[src/rtl/core/tcce_pkg.sv]
// Package for the TCP client connection engine: state, flag, status and request codes.
// Depends on nothing; used by tcp_client_connection_engine.
`default_nettype none
package tcce_pkg;
   localparam logic [1:0] FUNC_OPEN  = 2'd0;
   localparam logic [1:0] FUNC_SEND  = 2'd1;
   localparam logic [1:0] FUNC_CLOSE = 2'd2;
   localparam logic [1:0] FUNC_RECV  = 2'd3;

   localparam logic [7:0] FLAG_FIN = 8'h01;
   localparam logic [7:0] FLAG_SYN = 8'h02;
   localparam logic [7:0] FLAG_RST = 8'h04;
   localparam logic [7:0] FLAG_PSH = 8'h08;
   localparam logic [7:0] FLAG_ACK = 8'h10;

   localparam logic [2:0] ST_CLOSED     = 3'd0;
   localparam logic [2:0] ST_SYN_SENT   = 3'd1;
   localparam logic [2:0] ST_ESTAB      = 3'd2;
   localparam logic [2:0] ST_FIN_WAIT_1 = 3'd3;
   localparam logic [2:0] ST_FIN_WAIT_2 = 3'd4;
   localparam logic [2:0] ST_CLOSE_WAIT = 3'd5;
   localparam logic [2:0] ST_LAST_ACK   = 3'd6;
   localparam logic [2:0] ST_TIME_WAIT  = 3'd7;

   localparam logic [2:0] STS_OK        = 3'd0;
   localparam logic [2:0] STS_NO_SLOT   = 3'd1;
   localparam logic [2:0] STS_BAD_INDEX = 3'd2;
   localparam logic [2:0] STS_WRONG_ST  = 3'd3;
   localparam logic [2:0] STS_TOO_LONG  = 3'd4;
   localparam logic [2:0] STS_IGNORED   = 3'd5;

   localparam logic [1:0] CSR_LOCAL_ADDR = 2'd0;
   localparam logic [1:0] CSR_INIT_SEQ   = 2'd1;
   localparam logic [1:0] CSR_ADV_WIN    = 2'd2;

   localparam logic [15:0] PORT_BASE   = 16'd49152;
   localparam logic [31:0] ISN_RESET   = 32'h12345678;
   localparam logic [15:0] WIN_RESET   = 16'd4096;
   localparam logic [15:0] HDR_BYTES   = 16'd20;

   // one emitted word before packing
   typedef struct packed {
      logic        tx_valid;
      logic [2:0]  status;
      logic [2:0]  slot;
      logic [7:0]  tx_flags;
      logic [31:0] tx_seq;
      logic [31:0] tx_ack;
      logic [15:0] tx_sport;
      logic [15:0] tx_dport;
      logic [31:0] tx_dst_addr;
      logic [10:0] tx_payload_len;
      logic [2:0]  new_state;
      logic        last;
   } rsp_type;
endpackage
`default_nettype wire

[src/rtl/core/tcp_client_connection_engine.sv]
// TCP client connection engine: connection entries in one synchronous memory, slot states in registers; uses tcce_pkg.
// Flow: accept, slot choice (after a one-entry-a-cycle sweep over the memory for a received
// segment), read of the chosen entry, decision, then one result word per take on the result side.
// One request in flight: the next accept waits until the last result word is taken,
// so stalls on the result side hold it off.
// Reset: synchronous, active high; clears slot states and control, loads port counter and CSR registers.
`default_nettype none
module tcp_client_connection_engine #(
   parameter int NUM_SLOTS       = 8,
   parameter int TX_BUFFER_BYTES = 1500
) (
   input  wire logic         clock,
   input  wire logic         reset,
   input  wire logic         req_tvalid,
   output logic              req_tready,
   // tdata from bit 0: conn_index[3], remote_addr[32], peer_port[16],
   // host_port[16], seg_flags[8], seg_seq[32], seg_ack[32], pay_len[16], pad 5
   input  wire logic [159:0] req_tdata,
   input  wire logic [1:0]   req_tuser,  // func
   output logic              rsp_tvalid,
   input  wire logic         rsp_tready,
   // tdata from bit 0: status[3], slot[3], tx_flags[8], tx_seq[32],
   // tx_ack[32], tx_sport[16], tx_dport[16], tx_dst_addr[32],
   // tx_payload_len[11], new_state[3], pad 4
   output logic [159:0]      rsp_tdata,
   output logic              rsp_tuser,  // tx_valid
   output logic              rsp_tlast,
   input  wire logic         csr_we,
   input  wire logic [1:0]   csr_index,
   input  wire logic [31:0]  csr_wdata
);
   import tcce_pkg::*;

   localparam int IW = (NUM_SLOTS > 1) ? $clog2(NUM_SLOTS) : 1;
   localparam int CW = $clog2(NUM_SLOTS + 1);
   localparam logic [15:0] MAX_LEN = 16'(TX_BUFFER_BYTES - 20);

   // sequencer codes
   localparam logic [3:0] S_IDLE  = 4'd0;
   localparam logic [3:0] S_SRCH  = 4'd1;  // sweep reads over memory
   localparam logic [3:0] S_LOOK  = 4'd2;  // choose slot for the request
   localparam logic [3:0] S_EXEC  = 4'd3;  // read issued for chosen slot
   localparam logic [3:0] S_EMIT  = 4'd4;  // present word, wait for take
   localparam logic [3:0] S_DONE  = 4'd5;

   typedef struct packed {
      logic [31:0] raddr;
      logic [15:0] rport;
      logic [15:0] lport;
      logic [31:0] sseq;
      logic [31:0] rack;
   } entry_type;

   // connection memory, one read port registered
   entry_type mem [NUM_SLOTS];
   entry_type rd_ff;
   logic              mem_we;
   logic [IW-1:0]     mem_wa;
   entry_type         mem_wd;
   logic [IW-1:0]     mem_ra;

   always_ff @(posedge clock) begin
      if (mem_we) begin
         mem[mem_wa] <= mem_wd;
      end
      rd_ff <= mem[mem_ra];
   end

   logic [2:0]  st_ff [NUM_SLOTS];
   logic [31:0] laddr_ff, isn_ff;
   logic [15:0] win_ff;
   logic [15:0] port_ff;
   logic [3:0]  fsm_ff, fsm_in;
   logic [1:0]  func_ff;
   logic [159:0] req_ff;
   logic [CW-1:0] cnt_ff, cnt_in;       // sweep issue counter
   logic [CW-1:0] chk_ff, chk_in;       // index of entry now in rd_ff
   logic          chk_v_ff, chk_v_in;
   logic          hit_ff, hit_in;
   logic [IW-1:0] sel_ff, sel_in;
   rsp_type       words_ff [3], words_in [3];
   logic [1:0]    nw_ff, nw_in, wi_ff, wi_in;

   // request fields
   logic [2:0]  f_idx;
   logic [31:0] f_addr, f_seq, f_ack;
   logic [15:0] f_rport, f_lport, f_len;
   logic [7:0]  f_flags;
   assign f_idx   = req_ff[2:0];
   assign f_addr  = req_ff[34:3];
   assign f_rport = req_ff[50:35];
   assign f_lport = req_ff[66:51];
   assign f_flags = req_ff[74:67];
   assign f_seq   = req_ff[106:75];
   assign f_ack   = req_ff[138:107];
   assign f_len   = req_ff[154:139];

   function automatic rsp_type mk_status(logic [2:0] sts, logic [2:0] sl, logic [2:0] ns);
      rsp_type r;
      r = '0;
      r.status = sts;
      r.slot = sl;
      r.new_state = ns;
      return r;
   endfunction

   function automatic rsp_type mk_seg(entry_type e, logic [2:0] sl, logic [7:0] fl,
                                      logic [10:0] pl, logic [2:0] ns);
      rsp_type r;
      r = '0;
      r.tx_valid = 1'b1;
      r.slot = sl;
      r.tx_flags = fl;
      r.tx_seq = e.sseq;
      r.tx_ack = ((fl & FLAG_ACK) != 8'd0) ? e.rack : 32'd0;
      r.tx_sport = e.lport;
      r.tx_dport = e.rport;
      r.tx_dst_addr = e.raddr;
      r.tx_payload_len = pl;
      r.new_state = ns;
      return r;
   endfunction

   // state write-back request from the decide state (S_DONE)
   logic          st_we;
   logic [2:0]    st_wd;
   logic          port_inc;

   assign req_tready = (fsm_ff == S_IDLE);

   always_comb begin
      logic [2:0]  cur;
      logic [2:0]  sl3;
      logic [31:0] seq1;
      logic        fin;
      entry_type   e;
      fsm_in   = fsm_ff;
      cnt_in   = cnt_ff;
      chk_in   = chk_ff;
      chk_v_in = 1'b0;
      hit_in   = hit_ff;
      sel_in   = sel_ff;
      nw_in    = nw_ff;
      wi_in    = wi_ff;
      for (int k = 0; k < 3; k++) begin
         words_in[k] = words_ff[k];
      end
      mem_we   = 1'b0;
      mem_wa   = sel_ff;
      mem_wd   = rd_ff;
      mem_ra   = sel_ff;
      st_we    = 1'b0;
      st_wd    = ST_CLOSED;
      port_inc = 1'b0;
      cur      = st_ff[sel_ff];
      sl3      = 3'(sel_ff);
      seq1     = 32'd0;
      fin      = 1'b0;
      e        = rd_ff;
      unique case (fsm_ff)
         S_IDLE: begin
            cnt_in = '0;
            hit_in = 1'b0;
            wi_in  = 2'd0;
            if (req_tvalid) begin
               priority case (req_tuser)
                  FUNC_RECV: fsm_in = S_SRCH;
                  default:   fsm_in = S_LOOK;
               endcase
            end
         end
         S_SRCH: begin
            // issue one read a cycle, test the one that came back
            mem_ra = cnt_ff[IW-1:0];
            if (cnt_ff < CW'(NUM_SLOTS)) begin
               cnt_in   = cnt_ff + 1'b1;
               chk_v_in = 1'b1;
               chk_in   = cnt_ff;
            end
            if (chk_v_ff && !hit_ff && st_ff[chk_ff[IW-1:0]] != ST_CLOSED &&
                rd_ff.raddr == f_addr && rd_ff.rport == f_rport &&
                rd_ff.lport == f_lport) begin
               hit_in = 1'b1;
               sel_in = chk_ff[IW-1:0];
            end
            if (!chk_v_ff && cnt_ff == CW'(NUM_SLOTS)) begin
               fsm_in = S_LOOK;
            end
         end
         S_LOOK: begin
            if (func_ff == FUNC_OPEN) begin
               hit_in = 1'b0;
               for (int k = NUM_SLOTS - 1; k >= 0; k--) begin
                  if (st_ff[k] == ST_CLOSED) begin
                     hit_in = 1'b1;
                     sel_in = IW'(k);
                  end
               end
            end else if (func_ff != FUNC_RECV) begin
               sel_in = IW'(f_idx);
            end
            fsm_in = S_EXEC;
         end
         S_EXEC: begin
            mem_ra = sel_ff; // settle read of the chosen entry
            fsm_in = S_DONE;
         end
         S_DONE: begin
            fsm_in = S_EMIT;
            nw_in  = 2'd1;
            priority case (func_ff)
               FUNC_OPEN: begin
                  if (!hit_ff) begin
                     words_in[0] = mk_status(STS_NO_SLOT, 3'd0, ST_CLOSED);
                  end else begin
                     e.raddr = f_addr;
                     e.rport = f_rport;
                     e.lport = port_ff;
                     e.sseq  = isn_ff;
                     e.rack  = 32'd0;
                     words_in[0] = mk_seg(e, sl3, FLAG_SYN, 11'd0, ST_SYN_SENT);
                     e.sseq  = isn_ff + 32'd1;
                     mem_we = 1'b1; mem_wd = e;
                     st_we = 1'b1; st_wd = ST_SYN_SENT;
                     port_inc = 1'b1;
                  end
               end
               FUNC_SEND, FUNC_CLOSE: begin
                  if (32'(f_idx) >= 32'(NUM_SLOTS)) begin
                     words_in[0] = mk_status(STS_BAD_INDEX, f_idx, ST_CLOSED);
                  end else if (cur != ST_ESTAB) begin
                     words_in[0] = mk_status(STS_WRONG_ST, f_idx, cur);
                  end else if (func_ff == FUNC_SEND) begin
                     if (f_len > MAX_LEN) begin
                        words_in[0] = mk_status(STS_TOO_LONG, f_idx, ST_ESTAB);
                     end else begin
                        words_in[0] = mk_seg(e, f_idx, FLAG_ACK | FLAG_PSH,
                                             f_len[10:0], ST_ESTAB);
                        e.sseq = e.sseq + {16'd0, f_len};
                        mem_we = 1'b1; mem_wd = e;
                     end
                  end else begin
                     words_in[0] = mk_seg(e, f_idx, FLAG_FIN | FLAG_ACK, 11'd0,
                                          ST_FIN_WAIT_1);
                     e.sseq = e.sseq + 32'd1;
                     mem_we = 1'b1; mem_wd = e;
                     st_we = 1'b1; st_wd = ST_FIN_WAIT_1;
                  end
               end
               default: begin
                  fin  = (f_flags & FLAG_FIN) != 8'd0;
                  seq1 = f_seq + {16'd0, f_len};
                  nw_in = 2'd0;
                  if (!hit_ff) begin
                     words_in[0] = mk_status(STS_IGNORED, 3'd0, ST_CLOSED);
                     nw_in = 2'd1;
                  end else begin
                     unique case (cur)
                        ST_SYN_SENT: begin
                           if ((f_flags & (FLAG_SYN | FLAG_ACK)) == (FLAG_SYN | FLAG_ACK)) begin
                              e.rack = f_seq + 32'd1;
                              e.sseq = f_ack;
                              words_in[0] = mk_seg(e, sl3, FLAG_ACK, 11'd0, ST_ESTAB);
                              nw_in = 2'd1;
                              mem_we = 1'b1; mem_wd = e;
                              st_we = 1'b1; st_wd = ST_ESTAB;
                           end else if ((f_flags & FLAG_RST) != 8'd0) begin
                              words_in[0] = mk_status(STS_OK, sl3, ST_CLOSED);
                              nw_in = 2'd1;
                              st_we = 1'b1; st_wd = ST_CLOSED;
                           end
                        end
                        ST_ESTAB: begin
                           if ((f_flags & FLAG_RST) != 8'd0) begin
                              words_in[0] = mk_status(STS_OK, sl3, ST_CLOSED);
                              nw_in = 2'd1;
                              st_we = 1'b1; st_wd = ST_CLOSED;
                           end else begin
                              if (f_len != 16'd0) begin
                                 e.rack = seq1;
                                 words_in[0] = mk_seg(e, sl3, FLAG_ACK, 11'd0, ST_ESTAB);
                                 nw_in = 2'd1;
                              end
                              if (fin) begin
                                 e.rack = seq1 + 32'd1;
                                 words_in[nw_in] = mk_seg(e, sl3, FLAG_ACK, 11'd0,
                                                          ST_CLOSE_WAIT);
                                 words_in[nw_in + 2'd1] = mk_seg(e, sl3,
                                    FLAG_FIN | FLAG_ACK, 11'd0, ST_LAST_ACK);
                                 nw_in = nw_in + 2'd2;
                                 e.sseq = e.sseq + 32'd1;
                                 st_we = 1'b1; st_wd = ST_LAST_ACK;
                              end
                              mem_we = 1'b1; mem_wd = e;
                           end
                        end
                        ST_FIN_WAIT_1: begin
                           if ((f_flags & FLAG_ACK) != 8'd0) begin
                              words_in[0] = mk_status(STS_OK, sl3, ST_FIN_WAIT_2);
                              nw_in = 2'd1;
                              st_we = 1'b1; st_wd = ST_FIN_WAIT_2;
                           end
                        end
                        ST_FIN_WAIT_2: begin
                           if (fin) begin
                              e.rack = seq1 + 32'd1;
                              words_in[0] = mk_seg(e, sl3, FLAG_ACK, 11'd0, ST_CLOSED);
                              nw_in = 2'd1;
                              mem_we = 1'b1; mem_wd = e;
                              st_we = 1'b1; st_wd = ST_CLOSED;
                           end
                        end
                        ST_LAST_ACK: begin
                           if ((f_flags & FLAG_ACK) != 8'd0) begin
                              words_in[0] = mk_status(STS_OK, sl3, ST_CLOSED);
                              nw_in = 2'd1;
                              st_we = 1'b1; st_wd = ST_CLOSED;
                           end
                        end
                        default: ;
                     endcase
                     if (nw_in == 2'd0) begin
                        words_in[0] = mk_status(STS_IGNORED, sl3, cur);
                        nw_in = 2'd1;
                     end
                  end
               end
            endcase
         end
         S_EMIT: begin
            // advance one word per take
            if (rsp_tready) begin
               if (wi_ff + 2'd1 == nw_ff) begin
                  fsm_in = S_IDLE;
               end
               wi_in = wi_ff + 2'd1;
            end
         end
         default: fsm_in = S_IDLE;
      endcase
   end

   always_ff @(posedge clock) begin
      if (reset) begin
         fsm_ff   <= S_IDLE;
         port_ff  <= PORT_BASE;
         laddr_ff <= 32'd0;
         isn_ff   <= ISN_RESET;
         win_ff   <= WIN_RESET;
         chk_v_ff <= 1'b0;
         for (int k = 0; k < NUM_SLOTS; k++) begin
            st_ff[k] <= ST_CLOSED;
         end
      end else begin
         fsm_ff   <= fsm_in;
         chk_v_ff <= chk_v_in;
         if (port_inc) begin
            port_ff <= port_ff + 16'd1;
         end
         if (st_we) begin
            st_ff[sel_ff] <= st_wd;
         end
         if (csr_we) begin
            unique case (csr_index)
               CSR_LOCAL_ADDR: laddr_ff <= csr_wdata;
               CSR_INIT_SEQ:   isn_ff   <= csr_wdata;
               CSR_ADV_WIN:    win_ff   <= csr_wdata[15:0];
               default: ;
            endcase
         end
      end
   end

   always_ff @(posedge clock) begin
      if (req_tvalid && req_tready) begin
         req_ff  <= req_tdata;
         func_ff <= req_tuser;
      end
      cnt_ff <= cnt_in;
      chk_ff <= chk_in;
      hit_ff <= hit_in;
      sel_ff <= sel_in;
      nw_ff  <= nw_in;
      wi_ff  <= wi_in;
      for (int k = 0; k < 3; k++) begin
         words_ff[k] <= words_in[k];
      end
   end

   // output word; address and window only feed the (absent) header builder
   rsp_type cur_w;
   logic    unused_ok;
   assign cur_w      = words_ff[wi_ff];
   assign unused_ok  = ^{laddr_ff, win_ff};
   assign rsp_tvalid = (fsm_ff == S_EMIT);
   assign rsp_tlast  = (wi_ff + 2'd1 == nw_ff);
   assign rsp_tuser  = cur_w.tx_valid ^ (unused_ok & 1'b0);
   assign rsp_tdata  = {4'd0, cur_w.new_state, cur_w.tx_payload_len, cur_w.tx_dst_addr,
                        cur_w.tx_dport, cur_w.tx_sport, cur_w.tx_ack,
                        cur_w.tx_seq, cur_w.tx_flags, cur_w.slot, cur_w.status};

`ifndef SYNTHESIS
   a_rdy_idle: assert property (@(posedge clock) disable iff (reset)
      req_tready |-> !rsp_tvalid) else $error("ready while emitting");
   a_nw: assert property (@(posedge clock) disable iff (reset)
      rsp_tvalid |-> (nw_ff != 2'd0)) else $error("emit with no words");
   a_last_idle: assert property (@(posedge clock) disable iff (reset)
      (rsp_tvalid && rsp_tready && rsp_tlast) |=> req_tready)
      else $error("no return to idle after last word");
   a_status_zero: assert property (@(posedge clock) disable iff (reset)
      (rsp_tvalid && !rsp_tuser) |-> (rsp_tdata[152:6] == '0))
      else $error("status word carries segment fields");
`endif
endmodule
`default_nettype wire
[config.mk]
export PLATFORM = sky130hd
export DESIGN_NAME = tcp_client_connection_engine
export DESIGN_NICKNAME = d
export VERILOG_FILES = /design/src/rtl/core/tcce_pkg.sv /design/src/rtl/core/tcp_client_connection_engine.sv
export SDC_FILE = /design/constraint.sdc
export NUM_CORES = 2
export LEC_CHECK = 0
export ABC_AREA = 1
export BUFFER_PORTS_ARGS = -buffer_cell sky130_fd_sc_hd__buf_4
export CORE_ASPECT_RATIO = 1.4
export CORE_MARGIN = 2
export CORE_UTILIZATION = 23
export CTS_BUF_LIST = sky130_fd_sc_hd__clkbuf_8
export CTS_CLUSTER_DIAMETER = 60
export DETAILED_ROUTE_END_ITERATION = 10
export GPL_ROUTABILITY_DRIVEN = 1
export SLEW_MARGIN = 40
export SYNTH_ARGS = -nofsm -noshare
export SYNTH_HDL_FRONTEND = slang
export SYNTH_SLANG_ARGS = --single-unit
[constraint.sdc]
create_clock -name clock -period 14.5 [get_ports clock]
set_clock_uncertainty 0.2 [all_clocks]
set_input_delay 2.175 -clock clock [delete_from_list [all_inputs] [get_ports clock]]
set_output_delay 2.175 -clock clock [all_outputs]
set_load 0.05 [all_outputs]
# Word level (Yosys, flattened, before mapping)
# Memory sizes are Yosys's and may differ from the RTL's. A register that Yosys moved wholly into a read port is not among the register bits.
# Cells that the tools add are included.
# word_totals
regBits	225
mem_bits_rw	1522
out_inout_bits	164
elab_cells	251
n_memories	3
# classes
add_sub_neg	11
order_cmp	6
n_eq_ne	31
mux	143
bitwise	4
n_reduce_logical	41
# memory_table
memory	depth	width	rd	rd_clocked_by_memory_dff	wr	line_no	rtl
mem	8	128	1	1	1	tcp_client_connection_engine.sv:55	entry_type mem [NUM_SLOTS];
words_ff	3	158	4	1	3	tcp_client_connection_engine.sv:81	rsp_type words_ff [3], words_in [3];
st_ff	8	3	10	2	8	tcp_client_connection_engine.sv:69	logic [2:0] st_ff [NUM_SLOTS];
# ops
cell	count
158-bit 2-to-1 mux	20
316-bit 2-to-1 mux	4
474-bit bitwise mux	2
474-bit 2-to-1 mux	2
158-bit case mux with 5 select lines	1
158-bit demux with 2-bit select	2
64-bit 2-to-1 mux	7
158-bit case mux with 2 select lines	1
128-bit 2-to-1 mux	2
128-bit case mux with 2 select lines	1
64-bit case mux with 3 select lines	1
32-bit by 1-bit adder with 32-bit output, second input constant	4
32-bit by 16-bit adder with 32-bit output	2
32-bit 2-to-1 mux	2
3-bit 2-to-1 mux	21
1-bit 2-to-1 mux	44
16-bit == test	2
32-bit == test	1
2-bit 2-to-1 mux	16
3-bit zero test	8
4-bit case mux with 6 select lines	1
4-bit 2-to-1 mux	5
16-bit by 1-bit adder with 16-bit output, second input constant	1
16-bit by 11-bit > comparator with 1-bit output, second input constant	1
other kinds (44)	85

# Depth between registers and ports, before layout
# logic_depth
depth_word	21
ltp_mapped	24
mapped_depth_nobuf	24

# Worst setup path before layout
# OpenSTA, ideal clock, no wires.
# synth_timing
path_kind	register to register
start	reg (tool-made name)
end	mem words_ff[1][100] (netlist bit), enable pin
setup_time_ps	950
t_arrival_ps	13975
required_time_ps	13350
slack_ps	-626
stages_incl_launch_ff	13
path_buffers	4
synth_period_minus_slack_ps	15126
cell_sequence	dfxtp_1 buf_6 buf_6 nor2_1 o21ai_1 nand2_1 o21ai_2 nand2_2 nor2_1 buf_4 nand2_2 clkbuf_1 nor3_1
# synth_lines
element	line_no
end, declared	tcp_client_connection_engine.sv:81

==> impl_table.tex <==
\begin{tabular}{lr}
\hline
Metric & Value \\
\hline
\multicolumn{2}{l}{\textbf{Outcome}} \\
\quad Run status & complete, no violations \\
\multicolumn{2}{l}{\textbf{Power and ir drop}} \\
\quad Worst VDD drop & around 0.21 mV \\
\quad Total chip power & approximately 23000 uW \\
\quad Static Leak & between 0.03 and 0.04 uW \\
\quad Total power divided by cell area & about 230 mW/mm2 \\
\multicolumn{2}{l}{\textbf{Floorplan}} \\
\quad Starting density of the core & 0.2310 \\
\quad Die Y-Extent & 732.9 um \\
\quad Row cnt & approximately 270 \\
\quad Die Footprint & 0.3845 mm2 \\
\quad DIE WIDTH & approximately 520 um \\
\quad Core Footprint & 0.3778 mm2 \\
\quad I/O pin total & about 370 \\
\multicolumn{2}{l}{\textbf{Placed design}} \\
\quad Placed standard-cell area & around 0.096 mm2 \\
\quad Hpwl dp & roughly 220000 um \\
\quad Count of buffers inserted at the top-level ports & roughly 350 \\
\quad Placer Congestion & 1.001 \\
\quad DP Cell Count & around 14000 \\
\multicolumn{2}{l}{\textbf{Drt}} \\
\quad DRC violation total after the first TritonRoute iteration & between 7000 and 8000 \\
\quad \# DRC & 0 \\
\quad Detailed-router iteration count before antenna repair & 9 \\
\quad Total via count in the routed design & between 60000 and 70000 \\
\quad Wire per inst & 23.55 um \\
\quad Routed wire length & 332200 um \\
\quad Ratio of routed vias to standard cells & 4.934 \\
\quad Post-route ant nets & 0 \\
\multicolumn{2}{l}{\textbf{Synth}} \\
\quad Number of synthesized flops with an enable pin & about 1700 \\
\quad Netlist area before placement & between 0.08 and 0.09 mm2 \\
\quad Portion of the post-synthesis area used by sequential elements & 0.6235 \\
\quad Post-synth ARST share & 0 \\
\quad Mean Syn Cell Area & roughly 10 um2 \\
\quad Distinct cell type count of the synthesized netlist & 66 \\
\quad Number of warning messages in the yosys log & 0 \\
\quad Dominant register cell in the synthesized netlist & sky130\_fd\_sc\_hd\_\_edfxtp\_1 \\
\quad Synthesis-stage register bit count & 1875 \\
\quad Post-Synthesis Cells & 8617 \\
\multicolumn{2}{l}{\textbf{Cells and area}} \\
\quad Leading cell type in the layout, fill and taps excluded & sky130\_fd\_sc\_hd\_\_edfxtp\_1 \\
\quad NumNets Final & around 9000 \\
\quad P\&R area growth vs syn & 16.81\% \\
\quad Commonest cells after routing, fill and taps aside & sky130\_fd\_sc\_hd\_\_edfxtp\_1, sky130\_fd\_sc\_hd\_\_nand2\_1, sky130\_fd\_sc\_hd\_\_nor2\_1, sky130\_fd\_sc\_hd\_\_o21ai\_0, sky130\_fd\_sc\_hd\_\_inv\_1 \\
\quad Area taken by multi-input logic gates & 0.02870 mm2 \\
\quad Ratio of cells with drive above 1 in the final layout & 0.1243 \\
\quad Layout filler cell count & about 40000 \\
\quad Final core utilization & 0.2698 \\
\quad Cell Count, Final, Fillers Out & around 14000 \\
\quad Area taken by flip-flops and latches & 0.05443 mm2 \\
\quad Final Cell Area & around 0.10 mm2 \\
\multicolumn{2}{l}{\textbf{Worst setup path}} \\
\quad Signal arrival time at the worst endpoint & $\sim$7.8 ns \\
\quad Endpoint type of the worst setup path & register \\
\quad Stage delay of the slowest cell on the critical path & around 0.78 ns \\
\quad Required @ worst endpoint & 14.87 ns \\
\quad CP top delay family & simple AND/OR/NAND/NOR gates \\
\quad Most used cell, CP & sky130\_fd\_sc\_hd\_\_inv\_2 \\
\quad Startpoint kind of the worst setup timing path & register \\
\quad Slowest CP cell & sky130\_fd\_sc\_hd\_\_buf\_4 \\
\quad Worst Setup Path Type & reg -> reg \\
\quad Sum of buffers and inverters on the critical path & 5 \\
\quad Depth of the worst register-to-register path & 14 \\
\quad Number of cells on the critical path & 14 \\
\quad Critical Path, Cell by Cell & inv\_2, o21ai\_0, o21ai\_1, o21ai\_2, nand3\_4, nand3\_2, nand2\_1, inv\_2, nor2\_1, inv\_2, nand3\_2, nor4\_4, buf\_4, buf\_4 \\
\quad Crit Path Max Fanout & between 40 and 50 \\
\multicolumn{2}{l}{\textbf{Timing}} \\
\quad Final hold vios & 0 \\
\quad Post-layout minimum cycle time & between 7 and 8 ns \\
\quad Number of pins exceeding their max-slew limit in the final report & 0 \\
\quad Tcrit/Tclk final & 0.5092 \\
\quad Summed negative setup slack over all endpoints & 0 ns \\
\quad Transition time at the pin with the least slew margin & 0.9184 ns \\
\quad Count of final setup violators & 0 \\
\quad Setup repair after global routing missed its margin & false \\
\quad Fmax achieved & 0.1354 GHz \\
\quad Worst slew slack as a fraction of its limit & 0.3876 \\
\multicolumn{2}{l}{\textbf{Run}} \\
\quad Max capacitance violation total & 0 \\
\multicolumn{2}{l}{\textbf{Clocking}} \\
\quad H-tree Lvls & 5 \\
\quad Root buffer cell & sky130\_fd\_sc\_hd\_\_clkbuf\_8 \\
\quad TritonCTS Sinks & around 1900 \\
\quad Setup bufs post-CTS & 0 \\
\quad Number of clock buffers inserted by TritonCTS & 320 \\
\quad TritonCTS clock tree & yes \\
\quad Post-CTS Hold Buffers & 0 \\
\quad Number of gates resized after cts & 0 \\
\quad Clock insertion delay at the later pin of the skew report & just under 1 ns \\
\quad Clock transition at path regs & roughly 0.07 ns \\
\quad Maximum buffer depth of the clock tree & 4 \\
\multicolumn{2}{l}{\textbf{Hold path}} \\
\quad Number of cells on the worst hold path & 1 \\
\quad Class of the tightest hold or removal check & reg -> reg \\
\multicolumn{2}{l}{\textbf{Global route}} \\
\quad Global-route usage over all layers & 0.1649 \\
\quad Vias in the first global route & 66110 \\
\quad Largest net degree at the start of global routing & between 150 and 200 \\
\quad Initial antenna violation count & 23 \\
\quad Global-route wire length before repair & between 400000 and 500000 um \\
\quad Leftover overflow at the end of global routing & 0 \\
\hline
\end{tabular}
==> kinds of logic (layout without fill, tap and decap cells) <==
logic type / count (synthesis) / in the layout / synth area share
xor+xnor: 122 / 122 / 0.01254
compound gates: 2324 / 2324 / 0.1586
buf+inv: 1172 / 1644 / 0.05312
simple gates: 3076 / 3076 / 0.1454
other cells: 2 / 44 / 0.00008604
fa+ha+maj: 46 / 46 / 0.006766
flops: 1875 / 1875 / 0.6235
==> Yosys cell counts, drive strengths merged (4+ instances only) <==
| cell | n | area, um2 |
|---|---|---|
| nand2 | 1355 | 5224 |
| o211ai | 68 | 510.5 |
| o31ai | 6 | 45.04 |
| nand3b | 6 | 45.04 |
| a31oi | 136 | 850.8 |
| nor3 | 104 | 535.5 |
| a221oi | 40 | 350.3 |
| a21boi | 6 | 45.04 |
| o22ai | 106 | 669.4 |
| clkinv | 19 | 76.32 |
| o21a | 5 | 37.54 |
| a21oi | 550 | 2753 |
| o32ai | 134 | 1174 |
| o21bai | 133 | 998.5 |
| nand3 | 187 | 1036 |
| o2111ai | 18 | 157.7 |
| buf | 182 | 907.1 |
| a2111oi | 4 | 35.03 |
| a211oi | 24 | 180.2 |
| a21o | 4 | 30.03 |
| ha | 44 | 550.5 |
| nor4 | 29 | 181.4 |
| o221ai | 76 | 671.9 |
| a32oi | 4 | 35.03 |
| o21ai | 933 | 4715 |
| nand4 | 58 | 394.1 |
| or2 | 6 | 37.54 |
| edfxtp | 1687 | 50660 |
| a22oi | 72 | 540.5 |
| xnor2 | 31 | 271.5 |
| xor2 | 91 | 823.3 |
| inv | 545 | 2048 |
| dfxtp | 188 | 3764 |
| clkbuf | 425 | 1595 |
| nor2 | 1325 | 5190 |
==> per-stage QoR <==
stage	worst slack (ns)	hold slack (ns)
2_1_floorplan	-0.6257	0.2064
3_3_place_gp	6.751	0.2547
3_5_place_dp	7.179	0.2640
4_1_cts	7.177	0.2768
5_1_grt	7.107	0.3082
6_report	7.116	0.2782
==> sequential cells by signal (all words and copies together), names as in the netlist, 2 cells and up, named ones only <==
| register | flops |
|---|---|
| mem | 1024 |
| words_ff | 340 |
| req_ff | 151 |
| rd_ff | 128 |
| isn_ff | 32 |
| st_ff | 24 |
| port_ff | 16 |
| cnt_ff | 4 |
| chk_ff | 3 |
| fsm_ff | 3 |
| mem_wa | 3 |
| func_ff | 2 |
| nw_ff | 2 |
| wi_ff | 2 |
==> final timing paths <==
check | startpoint | to | slack [ns]
worst max register to register | register | mem[7][77] | 7.12
worst max-delay path | register | mem[7][77] | 7.12
worst min-delay path | port_ff[15] | port_ff[15] | 0.28
worst min register to register | port_ff[15] | port_ff[15] | 0.28
==> layout make-up <==
class	count	share of cell area
inverters	564	0.02115
flip-flops and latches	1875	0.5339
repair buffers	506	0.04101
diodes	13	0.0003191
multi-input cells	5599	0.2815
clock inverters	219	0.01318
clock buffers	355	0.04792
well taps	4976	0.06107
==> routing by layer <==
layer	vias to the layer above	wire length, um	GRT usage	share of wire
met5	-	27	0	0.000081
met4	4	19430	0.09177	0.059
met3	869	28900	0.03221	0.087
met2	3614	157200	0.2748	0.47
met1	34010	126600	0.1989	0.38
li1	31120	-	-	-
==> power by group <==
group / leakage, uW / total [uW] / internal, uW / switching, uW
logic: 0.0159 / 11000 / 2910 / 8120
clock network: 0.00364 / 4740 / 2520 / 2220
registers: 0.0168 / 7650 / 6980 / 664
Note: power is estimated with default switching activity, not from simulation.
